$ cat config.mk
export PLATFORM = sky130hd
export DESIGN_NAME = cascaded_pi_converter_control
export DESIGN_NICKNAME = d
export VERILOG_FILES = /design/src/rtl/cpc_pkg.sv /design/src/rtl/cpc_cfg_regs.sv /design/src/rtl/cpc_serial_mult.sv /design/src/rtl/cascaded_pi_converter_control.sv
export VERILOG_INCLUDE_DIRS = /design/src /design/src/rtl
export SDC_FILE = /design/constraint.sdc
export NUM_CORES = 1
export LEC_CHECK = 0
export BUFFER_PORTS_ARGS = -buffer_cell sky130_fd_sc_hd__buf_2
export CORE_ASPECT_RATIO = 1.25
export CORE_MARGIN = 2
export CORE_UTILIZATION = 60
export DETAILED_ROUTE_END_ITERATION = 8
export PLACE_DENSITY = 0.88
export SYNTH_ARGS = -nofsm -noshare
export SYNTH_HDL_FRONTEND = slang
export SYNTH_SLANG_ARGS = --single-unit
$ cat constraint.sdc
create_clock -name clk -period 9.25 [get_ports clk]
set_input_delay 1.3875 -clock clk [delete_from_list [all_inputs] [get_ports clk]]
set_output_delay 1.3875 -clock clk [all_outputs]
set_load 0.03 [all_outputs]
$ cat src/rtl/assert_macros.svh
// assertion macros shared by the rtl modules
`ifndef ASSERT_MACROS_SVH
`define ASSERT_MACROS_SVH

// property holds at every clock edge out of reset
`define ASSERT_ALWAYS(label, clk, rst_n, expr, msg) \
	label: assert property (@(posedge clk) disable iff (!rst_n) (expr)) else $error(msg);

// consequent holds in the same cycle as the antecedent
`define ASSERT_IMPLIES(label, clk, rst_n, ante, cons, msg) \
	label: assert property (@(posedge clk) disable iff (!rst_n) (ante) |-> (cons)) else $error(msg);

// consequent holds in the cycle after the antecedent
`define ASSERT_NEXT(label, clk, rst_n, ante, cons, msg) \
	label: assert property (@(posedge clk) disable iff (!rst_n) (ante) |=> (cons)) else $error(msg);

`endif

$ cat src/rtl/cpc_pkg.sv
// types, constants and register codes of the cascaded pi converter control
package cpc_pkg;

	localparam int SAMPLE_W            = 12;
	localparam int GAIN_W              = 16;
	localparam int DUTY_W              = 9;
	localparam int TICK_W              = 8;
	localparam int TRIG_W              = DUTY_W - 1;
	localparam int CFG_W               = GAIN_W;
	localparam int IDX_W               = 3;
	localparam int VOLT_INTEGRAL_LIMIT = 262144;
	localparam int CURR_INTEGRAL_LIMIT = 245760;
	localparam int CURR_SHIFT          = 10;
	localparam int OUTER_SHIFT         = 16;
	localparam int REF_MAX             = 4096;

	localparam int REF_W   = $clog2(REF_MAX + 1);
	localparam int ERR_W   = ((SAMPLE_W > REF_W) ? SAMPLE_W : REF_W) + 1;
	localparam int VINT_W  = $clog2(VOLT_INTEGRAL_LIMIT + 1) + 1;
	localparam int CINT_W  = $clog2(CURR_INTEGRAL_LIMIT + 1) + 1;
	localparam int PROD_BW = GAIN_W + ERR_W;
	localparam int INT_MW  = (VINT_W > CINT_W) ? VINT_W : CINT_W;
	localparam int MUL_A_W = ((PROD_BW > INT_MW) ? PROD_BW : INT_MW) + 1;
	localparam int MUL_P_W = MUL_A_W + 1 + GAIN_W;
	localparam int CNT_W   = $clog2(GAIN_W);

	localparam logic [SAMPLE_W-1:0] RST_SETPOINT  = SAMPLE_W'(450);
	localparam logic [GAIN_W-1:0]   RST_VOLT_KP   = GAIN_W'(10);
	localparam logic [GAIN_W-1:0]   RST_VOLT_KI   = GAIN_W'(70);
	localparam logic [GAIN_W-1:0]   RST_CURR_KP   = GAIN_W'(40);
	localparam logic [GAIN_W-1:0]   RST_CURR_KI   = GAIN_W'(10);
	localparam logic [DUTY_W-1:0]   RST_DUTY_LIM  = DUTY_W'(300);
	localparam logic [TICK_W-1:0]   RST_OUTER_DIV = TICK_W'(20);
	localparam logic [REF_W-1:0]    REF_MAX_C     = REF_W'(REF_MAX);

	typedef enum logic [IDX_W-1:0] {
		REG_SETPOINT  = 3'd0,
		REG_VOLT_KP   = 3'd1,
		REG_VOLT_KI   = 3'd2,
		REG_CURR_KP   = 3'd3,
		REG_CURR_KI   = 3'd4,
		REG_DUTY_LIM  = 3'd5,
		REG_OUTER_DIV = 3'd6
	} reg_idx_t;

	typedef struct packed {
		logic [SAMPLE_W-1:0] setpoint;
		logic [GAIN_W-1:0]   volt_kp;
		logic [GAIN_W-1:0]   volt_ki;
		logic [GAIN_W-1:0]   curr_kp;
		logic [GAIN_W-1:0]   curr_ki;
		logic [DUTY_W-1:0]   duty_limit;
		logic [TICK_W-1:0]   outer_divide;
	} cfg_t;

	typedef enum logic [2:0] {
		S_IDLE,
		S_V_INT,
		S_V_PROP,
		S_V_SCALE,
		S_C_ERR,
		S_C_INT,
		S_C_PROP,
		S_OUT
	} state_t;

endpackage

$ cat src/rtl/cpc_cfg_regs.sv
// configuration register file with write decode
module cpc_cfg_regs import cpc_pkg::*; (
	input  logic             clk,
	input  logic             arst_n,
	input  logic             cfg_we,
	input  logic [IDX_W-1:0] cfg_index,
	input  logic [CFG_W-1:0] cfg_data,
	output cfg_t             cfg
);

	cfg_t cfg_q;

	always_ff @(posedge clk or negedge arst_n) begin
		if (!arst_n) begin
			cfg_q.setpoint     <= RST_SETPOINT;
			cfg_q.volt_kp      <= RST_VOLT_KP;
			cfg_q.volt_ki      <= RST_VOLT_KI;
			cfg_q.curr_kp      <= RST_CURR_KP;
			cfg_q.curr_ki      <= RST_CURR_KI;
			cfg_q.duty_limit   <= RST_DUTY_LIM;
			cfg_q.outer_divide <= RST_OUTER_DIV;
		end else if (cfg_we) begin
			case (reg_idx_t'(cfg_index))
				REG_SETPOINT:  cfg_q.setpoint     <= cfg_data[SAMPLE_W-1:0];
				REG_VOLT_KP:   cfg_q.volt_kp      <= cfg_data[GAIN_W-1:0];
				REG_VOLT_KI:   cfg_q.volt_ki      <= cfg_data[GAIN_W-1:0];
				REG_CURR_KP:   cfg_q.curr_kp      <= cfg_data[GAIN_W-1:0];
				REG_CURR_KI:   cfg_q.curr_ki      <= cfg_data[GAIN_W-1:0];
				REG_DUTY_LIM:  cfg_q.duty_limit   <= cfg_data[DUTY_W-1:0];
				REG_OUTER_DIV: cfg_q.outer_divide <= cfg_data[TICK_W-1:0];
				default: ;
			endcase
		end
	end

	assign cfg = cfg_q;

endmodule

$ cat src/rtl/cpc_serial_mult.sv
// bit-serial shift-add multiplier, signed multiplicand by unsigned gain
`include "assert_macros.svh"

module cpc_serial_mult import cpc_pkg::*; (
	input  logic                      clk,
	input  logic                      arst_n,
	input  logic                      start,
	input  logic signed [MUL_A_W-1:0] a,
	input  logic [GAIN_W-1:0]         b,
	output logic                      busy,
	output logic                      done,
	output logic signed [MUL_P_W-1:0] product
);

	logic                      busy_q;
	logic                      done_q;
	logic [CNT_W-1:0]          cnt_q;
	logic signed [MUL_A_W-1:0] a_q;
	logic signed [MUL_A_W:0]   hi_q;
	logic [GAIN_W-1:0]         lo_q;
	logic signed [MUL_A_W:0]   sum;

	// add the multiplicand when the low bit of the gain is set
	assign sum = hi_q + (lo_q[0] ? (MUL_A_W + 1)'(a_q) : '0);

	always_ff @(posedge clk or negedge arst_n) begin
		if (!arst_n) begin
			busy_q <= 1'b0;
			done_q <= 1'b0;
			cnt_q  <= '0;
		end else begin
			done_q <= 1'b0;
			if (busy_q) begin
				cnt_q <= cnt_q + 1'b1;
				if (cnt_q == CNT_W'(GAIN_W - 1)) begin
					busy_q <= 1'b0;
					done_q <= 1'b1;
				end
			end else if (start) begin
				busy_q <= 1'b1;
				cnt_q  <= '0;
			end
		end
	end

	always_ff @(posedge clk) begin
		if (busy_q) begin
			hi_q <= {sum[MUL_A_W], sum[MUL_A_W:1]};
			lo_q <= {sum[0], lo_q[GAIN_W-1:1]};
		end else if (start) begin
			a_q  <= a;
			hi_q <= '0;
			lo_q <= b;
		end
	end

	assign busy    = busy_q;
	assign done    = done_q;
	assign product = {hi_q, lo_q};

	`ASSERT_NEXT(a_start_runs, clk, arst_n, start && !busy_q, busy_q, "start did not launch")
	`ASSERT_IMPLIES(a_done_after_run, clk, arst_n, done_q, $past(busy_q), "done without run")
	`ASSERT_IMPLIES(a_no_overlap, clk, arst_n, done_q, !busy_q, "done while running")

endmodule

$ cat src/rtl/cascaded_pi_converter_control.sv
// cascaded pi voltage and current control: sequencer and datapath
// one item at a time: the next item is accepted only in idle, once the previous result
// has been loaded into the output register, which waits for out_ready while still full
// items are paced by one shared bit-serial multiplier (2 or 5 products per item)
// a finished result waits in the output register while the next item is taken
// async reset clears integrators, current target, tick counter and loads default registers
`include "assert_macros.svh"

module cascaded_pi_converter_control import cpc_pkg::*; (
	input  logic                clk,
	input  logic                arst_n,
	input  logic                cfg_we,
	input  logic [IDX_W-1:0]    cfg_index,
	input  logic [CFG_W-1:0]    cfg_data,
	input  logic                in_valid,
	output logic                in_ready,
	input  logic [SAMPLE_W-1:0] out_voltage,
	input  logic [SAMPLE_W-1:0] in_voltage,
	input  logic [SAMPLE_W-1:0] load_current,
	output logic                out_valid,
	input  logic                out_ready,
	output logic [DUTY_W-1:0]   duty,
	output logic [TRIG_W-1:0]   trigger_point,
	output logic [REF_W-1:0]    current_reference,
	output logic                outer_updated
);

	localparam logic signed [MUL_A_W-1:0] VLIM_A = MUL_A_W'(VOLT_INTEGRAL_LIMIT);
	localparam logic signed [MUL_A_W-1:0] CLIM_A = MUL_A_W'(CURR_INTEGRAL_LIMIT);
	localparam logic signed [VINT_W-1:0]  VLIM_V = VINT_W'(VOLT_INTEGRAL_LIMIT);
	localparam logic signed [CINT_W-1:0]  CLIM_C = CINT_W'(CURR_INTEGRAL_LIMIT);

	cfg_t cfg;

	state_t state_q;
	state_t state_d;

	logic                      mul_start;
	logic signed [MUL_A_W-1:0] mul_a;
	logic [GAIN_W-1:0]         mul_b;
	logic                      mul_busy;
	logic                      mul_done;
	logic signed [MUL_P_W-1:0] mul_prod;

	logic                      accept;
	logic                      out_load;

	logic [TICK_W-1:0]         tick_q;
	logic                      outer_q;
	logic signed [ERR_W-1:0]   ev_q;
	logic signed [ERR_W-1:0]   ei_q;
	logic [SAMPLE_W-1:0]       vin_q;
	logic [SAMPLE_W-1:0]       iload_q;
	logic signed [VINT_W-1:0]  vint_q;
	logic signed [CINT_W-1:0]  cint_q;
	logic [REF_W-1:0]          target_q;
	logic signed [MUL_A_W-1:0] psum_q;
	logic signed [MUL_A_W-1:0] acc_q;

	logic                      out_valid_q;
	logic [DUTY_W-1:0]         duty_q;
	logic [REF_W-1:0]          ref_out_q;
	logic                      outer_out_q;

	logic signed [MUL_A_W-1:0] prod_lo;
	logic signed [MUL_A_W-1:0] vint_sum;
	logic signed [MUL_A_W-1:0] cint_sum;
	logic signed [MUL_A_W-1:0] vint_clip;
	logic signed [MUL_A_W-1:0] cint_clip;
	logic signed [MUL_P_W-1:0] ref_shift;
	logic [REF_W-1:0]          ref_clip;
	logic signed [MUL_A_W-1:0] duty_shift;
	logic [DUTY_W-1:0]         duty_clip;

	cpc_cfg_regs u_cfg (
		.clk       (clk),
		.arst_n    (arst_n),
		.cfg_we    (cfg_we),
		.cfg_index (cfg_index),
		.cfg_data  (cfg_data),
		.cfg       (cfg)
	);

	cpc_serial_mult u_mult (
		.clk     (clk),
		.arst_n  (arst_n),
		.start   (mul_start),
		.a       (mul_a),
		.b       (mul_b),
		.busy    (mul_busy),
		.done    (mul_done),
		.product (mul_prod)
	);

	// integrator updates and output clamps
	always_comb begin
		prod_lo  = mul_prod[MUL_A_W-1:0];
		vint_sum = prod_lo + MUL_A_W'(vint_q);
		cint_sum = prod_lo + MUL_A_W'(cint_q);

		if (vint_sum > VLIM_A) begin
			vint_clip = VLIM_A;
		end else if (vint_sum < -VLIM_A) begin
			vint_clip = -VLIM_A;
		end else begin
			vint_clip = vint_sum;
		end

		if (cint_sum > CLIM_A) begin
			cint_clip = CLIM_A;
		end else if (cint_sum < -CLIM_A) begin
			cint_clip = -CLIM_A;
		end else begin
			cint_clip = cint_sum;
		end

		ref_shift = mul_prod >>> OUTER_SHIFT;
		if (mul_prod[MUL_P_W-1]) begin
			ref_clip = '0;
		end else if (ref_shift > MUL_P_W'(REF_MAX)) begin
			ref_clip = REF_MAX_C;
		end else begin
			ref_clip = ref_shift[REF_W-1:0];
		end

		duty_shift = acc_q >>> CURR_SHIFT;
		if (acc_q[MUL_A_W-1]) begin
			duty_clip = '0;
		end else if (duty_shift > MUL_A_W'(cfg.duty_limit)) begin
			duty_clip = cfg.duty_limit;
		end else begin
			duty_clip = duty_shift[DUTY_W-1:0];
		end
	end

	always_ff @(posedge clk or negedge arst_n) begin
		if (!arst_n) begin
			state_q <= S_IDLE;
		end else begin
			state_q <= state_d;
		end
	end

	always_comb begin
		state_d   = state_q;
		in_ready  = 1'b0;
		mul_start = 1'b0;
		mul_a     = '0;
		mul_b     = '0;
		out_load  = 1'b0;
		case (state_q)
			S_IDLE: begin
				in_ready = 1'b1;
				if (in_valid) begin
					state_d = (tick_q == cfg.outer_divide) ? S_V_INT : S_C_ERR;
				end
			end
			S_V_INT: begin
				mul_start = !mul_busy && !mul_done;
				mul_a     = MUL_A_W'(ev_q);
				mul_b     = cfg.volt_ki;
				if (mul_done) begin
					state_d = S_V_PROP;
				end
			end
			S_V_PROP: begin
				mul_start = !mul_busy && !mul_done;
				mul_a     = MUL_A_W'(ev_q);
				mul_b     = cfg.volt_kp;
				if (mul_done) begin
					state_d = S_V_SCALE;
				end
			end
			S_V_SCALE: begin
				mul_start = !mul_busy && !mul_done;
				mul_a     = psum_q;
				mul_b     = GAIN_W'(vin_q);
				if (mul_done) begin
					state_d = S_C_ERR;
				end
			end
			S_C_ERR: begin
				state_d = S_C_INT;
			end
			S_C_INT: begin
				mul_start = !mul_busy && !mul_done;
				mul_a     = MUL_A_W'(ei_q);
				mul_b     = cfg.curr_ki;
				if (mul_done) begin
					state_d = S_C_PROP;
				end
			end
			S_C_PROP: begin
				mul_start = !mul_busy && !mul_done;
				mul_a     = MUL_A_W'(ei_q);
				mul_b     = cfg.curr_kp;
				if (mul_done) begin
					state_d = S_OUT;
				end
			end
			S_OUT: begin
				if (!out_valid_q || out_ready) begin
					out_load = 1'b1;
					state_d  = S_IDLE;
				end
			end
			default: begin
				state_d = S_IDLE;
			end
		endcase
	end

	assign accept = in_valid && in_ready;

	// loop state
	always_ff @(posedge clk or negedge arst_n) begin
		if (!arst_n) begin
			tick_q   <= '0;
			vint_q   <= '0;
			cint_q   <= '0;
			target_q <= '0;
		end else begin
			if (accept) begin
				tick_q <= (tick_q == cfg.outer_divide) ? '0 : tick_q + 1'b1;
			end
			if (state_q == S_V_INT && mul_done) begin
				vint_q <= vint_clip[VINT_W-1:0];
			end
			if (state_q == S_V_SCALE && mul_done) begin
				target_q <= ref_clip;
			end
			if (state_q == S_C_INT && mul_done) begin
				cint_q <= cint_clip[CINT_W-1:0];
			end
		end
	end

	// per-item working registers
	always_ff @(posedge clk) begin
		if (accept) begin
			outer_q <= (tick_q == cfg.outer_divide);
			ev_q    <= $signed({{(ERR_W - SAMPLE_W){1'b0}}, cfg.setpoint})
				- $signed({{(ERR_W - SAMPLE_W){1'b0}}, out_voltage});
			vin_q   <= in_voltage;
			iload_q <= load_current;
		end
		if (state_q == S_V_PROP && mul_done) begin
			psum_q <= prod_lo + MUL_A_W'(vint_q);
		end
		if (state_q == S_C_ERR) begin
			ei_q <= $signed({{(ERR_W - REF_W){1'b0}}, target_q})
				- $signed({{(ERR_W - SAMPLE_W){1'b0}}, iload_q});
		end
		if (state_q == S_C_PROP && mul_done) begin
			acc_q <= prod_lo + MUL_A_W'(cint_q);
		end
	end

	// output register
	always_ff @(posedge clk or negedge arst_n) begin
		if (!arst_n) begin
			out_valid_q <= 1'b0;
		end else if (out_load) begin
			out_valid_q <= 1'b1;
		end else if (out_ready) begin
			out_valid_q <= 1'b0;
		end
	end

	always_ff @(posedge clk) begin
		if (out_load) begin
			duty_q      <= duty_clip;
			ref_out_q   <= target_q;
			outer_out_q <= outer_q;
		end
	end

	assign out_valid         = out_valid_q;
	assign duty              = duty_q;
	assign trigger_point     = duty_q[DUTY_W-1:1];
	assign current_reference = ref_out_q;
	assign outer_updated     = outer_out_q;

	`ASSERT_ALWAYS(a_vint_range, clk, arst_n, (vint_q <= VLIM_V) && (vint_q >= -VLIM_V), "voltage integrator out of range")
	`ASSERT_ALWAYS(a_cint_range, clk, arst_n, (cint_q <= CLIM_C) && (cint_q >= -CLIM_C), "current integrator out of range")
	`ASSERT_IMPLIES(a_ref_range, clk, arst_n, out_valid_q, ref_out_q <= REF_MAX_C, "current reference above limit")
	`ASSERT_IMPLIES(a_start_free, clk, arst_n, mul_start, !mul_busy && !mul_done, "multiplier started while in use")

endmodule

==> out/qor.json <==
{
  "run": {
    "cap_violations": 0
  },
  "worst_hold_path": {
    "hold_path_class": "flip-flop to flip-flop",
    "min_path_cells": 0
  },
  "synthesis": {
    "yosys_most_used_dff": "sky130_fd_sc_hd__edfxtp_1",
    "synthesis.nets": 2138,
    "async_flop_share_pct": 44.3,
    "synth-compound-area-share_pct": 15.7,
    "synth_enable_flop_cells": 205,
    "synth-seq-cells": 368,
    "yosys.cell_types.count": 76,
    "synth_mux_area_share_pct": 6.95,
    "synth_xor_area_share_pct": 3.65,
    "syn_area_um2": 21100,
    "dominant_combinational_cell_family_by_area_after_synthesis": "compound AO/OA/AOI/OAI gates",
    "synth_adder_area_share_pct": 7.94,
    "synth.avg_cell_area_um2": 10.8,
    "synth_warnings": 0,
    "synthesis.instances": 1947,
    "synth_simple_gate_area_share_pct": 13.8,
    "synth.yosys.seq_area_share_pct": 48.6
  },
  "clocking": {
    "cts_hold_repair.buffers": 0,
    "worst_skew_pair.late_latency_ps": 560,
    "cts.root.buffer_cell": "sky130_fd_sc_hd__clkbuf_16",
    "post_cts_sizing": 0,
    "cts_buffers": 38,
    "htree_levels": 2,
    "max-clock-path-buffers": 3,
    "post_cts.repair.setup_buffers": 0,
    "path_clk_slew_ps": 60,
    "cts.sinks": 368,
    "clock_tree_from_tritoncts": "yes"
  },
  "route": {
    "routedWlPerCell_um": 22.2,
    "detail_route.drc_violations": 0,
    "ant_nets_after_route": 0,
    "routed-via-count": 16402,
    "routed_wirelength_mm": 56.1,
    "via_per_inst": 6.49,
    "drtPass1Iterations": 5,
    "first_iter_violations": 1367
  },
  "floorplan": {
    "die_h_um": 214,
    "floorplan.rows": 76,
    "fp.coreArea_um2": 34600,
    "fp.dieArea_um2": 36700,
    "fp.dieW_um": 172,
    "initial_core_util_pct": 61.0,
    "io_pins": 93
  },
  "grt": {
    "grt_overflow_total": 0,
    "track_usage_pct": 31.1,
    "grt_antenna_before_repair": 0,
    "grt_first_pass_wirelength_mm": 88.5,
    "pin_count_of_the_biggest_net_entering_global_routing": 107,
    "via_count_of_the_first_global_routing_pass": 16699
  },
  "cells_and_area": {
    "layout-drive-gt1-share_pct": 16.4,
    "commonest_cells_after_routing_fill_and_taps_aside": "205 x sky130_fd_sc_hd__edfxtp_1, 143 x sky130_fd_sc_hd__dfrtp_1, 139 x sky130_fd_sc_hd__nand2_1",
    "final_net_count": 2219,
    "insertedDiodeCount": 0,
    "ff_latch_area_um2": 10300,
    "multiInputGateArea_um2": 10200,
    "instances_no_fill": 2526,
    "area_growth_synth_to_finish_pct": 10.6,
    "mostFrequentLayoutCell": "sky130_fd_sc_hd__edfxtp_1",
    "num-fill-cells": 2462
  },
  "place": {
    "port_buffers": 92,
    "gp_routability_congestion": 0.997,
    "placed_cells": 2456,
    "detailed_place_hpwl_mm": 40.3
  },
  "sta": {
    "layout_worst_path_cycle_share_pct": 58.4,
    "period_minus_ws_final_ps": 5400,
    "fin_setup_tns_ps": 0,
    "fmax_ghz": 0.185,
    "setup_viol": 0,
    "finalHoldViolCount": 0,
    "slew_viol_final": 0,
    "timing.clock.skew_ps": 21.8,
    "unrepaired_setup_endpoints_after_global_routing": "no",
    "timing_worst_slew_pin_value_ps": 1160,
    "slew_headroom_pct": 22.4
  },
  "worst_setup_path": {
    "type_of_the_worst_setup_path": "flip-flop to flip-flop",
    "worstPathRequired_ps": 9680,
    "worst-path-max-fanout": 33,
    "critPathLaunchType": "flip-flop",
    "crit_path_end_kind": "flip-flop",
    "worstPathArrival_ps": 5830,
    "reg2regPathDepth": 12
  },
  "pwr": {
    "total_power_density_per_cell_area_nw_per_um2": 327,
    "total_power_mw": 7.65,
    "power.ir.vdd_worst_mv": 0.194,
    "static_power_due_to_leakage_nw": 9.96
  },
  "run_status": {
    "status": "finished, final reports clean"
  }
}
flip-flops by register name, indices dropped and copies added, names as in the netlist, 9 cells and up:
register and cells:
duty 9, vint_q 20, vin_q 12, ei_q 14
iload_q 12, u_mult.a_q 31, target_q 13, current_reference 13
psum_q 31, u_mult.lo_q 16, acc_q 21, cint_q 19
ev_q 13, u_mult.hi_q 31, u_cfg.cfg 93
through the flow:
stage          utilization (%)  hold slack (ps)  cell area (um^2)  setup WS [ps]
2_1_floorplan                -              400             21100           5210
3_3_place_gp              63.7              417             22100           4050
3_5_place_dp              63.7              434             22100           3910
4_1_cts                   67.5              472             23400           3900
5_1_grt                   67.5              469             23400           3450
6_report                  67.5              470             23400           3850
cells by family (layout without fill, tap and decap cells):
group / after synthesis / count (layout)
AOI/OAI and AO/OA: 480 / 480
xor gates and xnor gates: 88 / 88
adders and majority gates: 131 / 131
buffers and inverters: 177 / 288
DFF: 368 / 368
muxes: 133 / 133
and+or+nand+nor: 570 / 570
cells in the mapped netlist, drive strengths merged, types with 9 or more instances:
library cell | number | area share, %
a21oi | 99 | 2.3
a21boi | 14 | 0.50
o31ai | 9 | 0.32
buf | 20 | 0.63
nand4 | 35 | 1.0
and4 | 9 | 0.37
nor2b | 27 | 0.80
nor4 | 23 | 0.68
dfrtp | 144 | 17
inv | 102 | 1.8
xnor2 | 54 | 2.2
o21ai | 93 | 2.2
a21o | 53 | 1.9
and2 | 63 | 1.9
a211oi | 23 | 0.82
nand3 | 36 | 0.85
a31oi | 12 | 0.36
dfstp | 19 | 2.4
a221oi | 16 | 0.75
a2111oi | 9 | 0.43
mux2i | 24 | 1.1
ha | 126 | 7.5
o21a | 19 | 0.68
o211ai | 27 | 1.1
edfxtp | 205 | 29
and3 | 11 | 0.33
clkbuf | 55 | 0.98
nor3b | 9 | 0.32
a22oi | 14 | 0.50
nand2b | 21 | 0.62
a22o | 34 | 1.4
xor2 | 34 | 1.4
nand2 | 139 | 2.5
nor2 | 114 | 2.0
nor3 | 48 | 1.1
mux2 | 109 | 5.8
critical path: stages (launching register included):
cell and delay [ps]:
sky130_fd_sc_hd__edfxtp_1 780, sky130_fd_sc_hd__ha_1 440, sky130_fd_sc_hd__fa_1 420, sky130_fd_sc_hd__a211oi_1 430
sky130_fd_sc_hd__o21ai_2 150, sky130_fd_sc_hd__a221oi_4 330, sky130_fd_sc_hd__o21ai_0 300, sky130_fd_sc_hd__or4_1 530
sky130_fd_sc_hd__a21oi_1 190, sky130_fd_sc_hd__xnor2_1 180, sky130_fd_sc_hd__and4_1 240, sky130_fd_sc_hd__nand4_1 780
sky130_fd_sc_hd__o211ai_1 500
worst paths after layout:
check                          startpoint       endpoint  slack (ps)
max reg2reg                u_mult.lo_q[0]      vint_q[3]        3850
max                        u_mult.lo_q[0]      vint_q[3]        3850
min reg2reg                       outer_q  outer_updated         470
min in group asynchronous          arst_n   u_cfg.cfg[6]         950
min                               outer_q  outer_updated         470
max in group asynchronous          arst_n     state_q[2]        6800
layout make-up:
| cell class | count | area share, % |
|---|---|---|
| clock buffer | 49 | 4.47 |
| clock inverter | 21 | 1.09 |
| inverter | 102 | 1.64 |
| multi-input combinational | 1402 | 43.6 |
| sequential | 368 | 43.9 |
| tap | 468 | 2.51 |
| timing repair buffer | 116 | 2.77 |
layer usage:
| metal | vias up | part of all wire [%] | global-route usage [%] |
|---|---|---|---|
| li1 | 7437 | - | - |
| met1 | 7948 | 37 | 36.7 |
| met2 | 789 | 49 | 53.3 |
| met3 | 228 | 6.7 | 4.52 |
| met4 | 0 | 7.0 | 20.2 |
| met5 | - | 0 | 0 |
power breakdown:
part / leakage, nW / internal, mW / switching [mW]
Sequential: 3.98 / 2.30 / 0.385
Combinational: 5.33 / 1.30 / 2.07
Clock: 0.643 / 0.921 / 0.668
No activity file was read; power rests on OpenSTA's default activity.
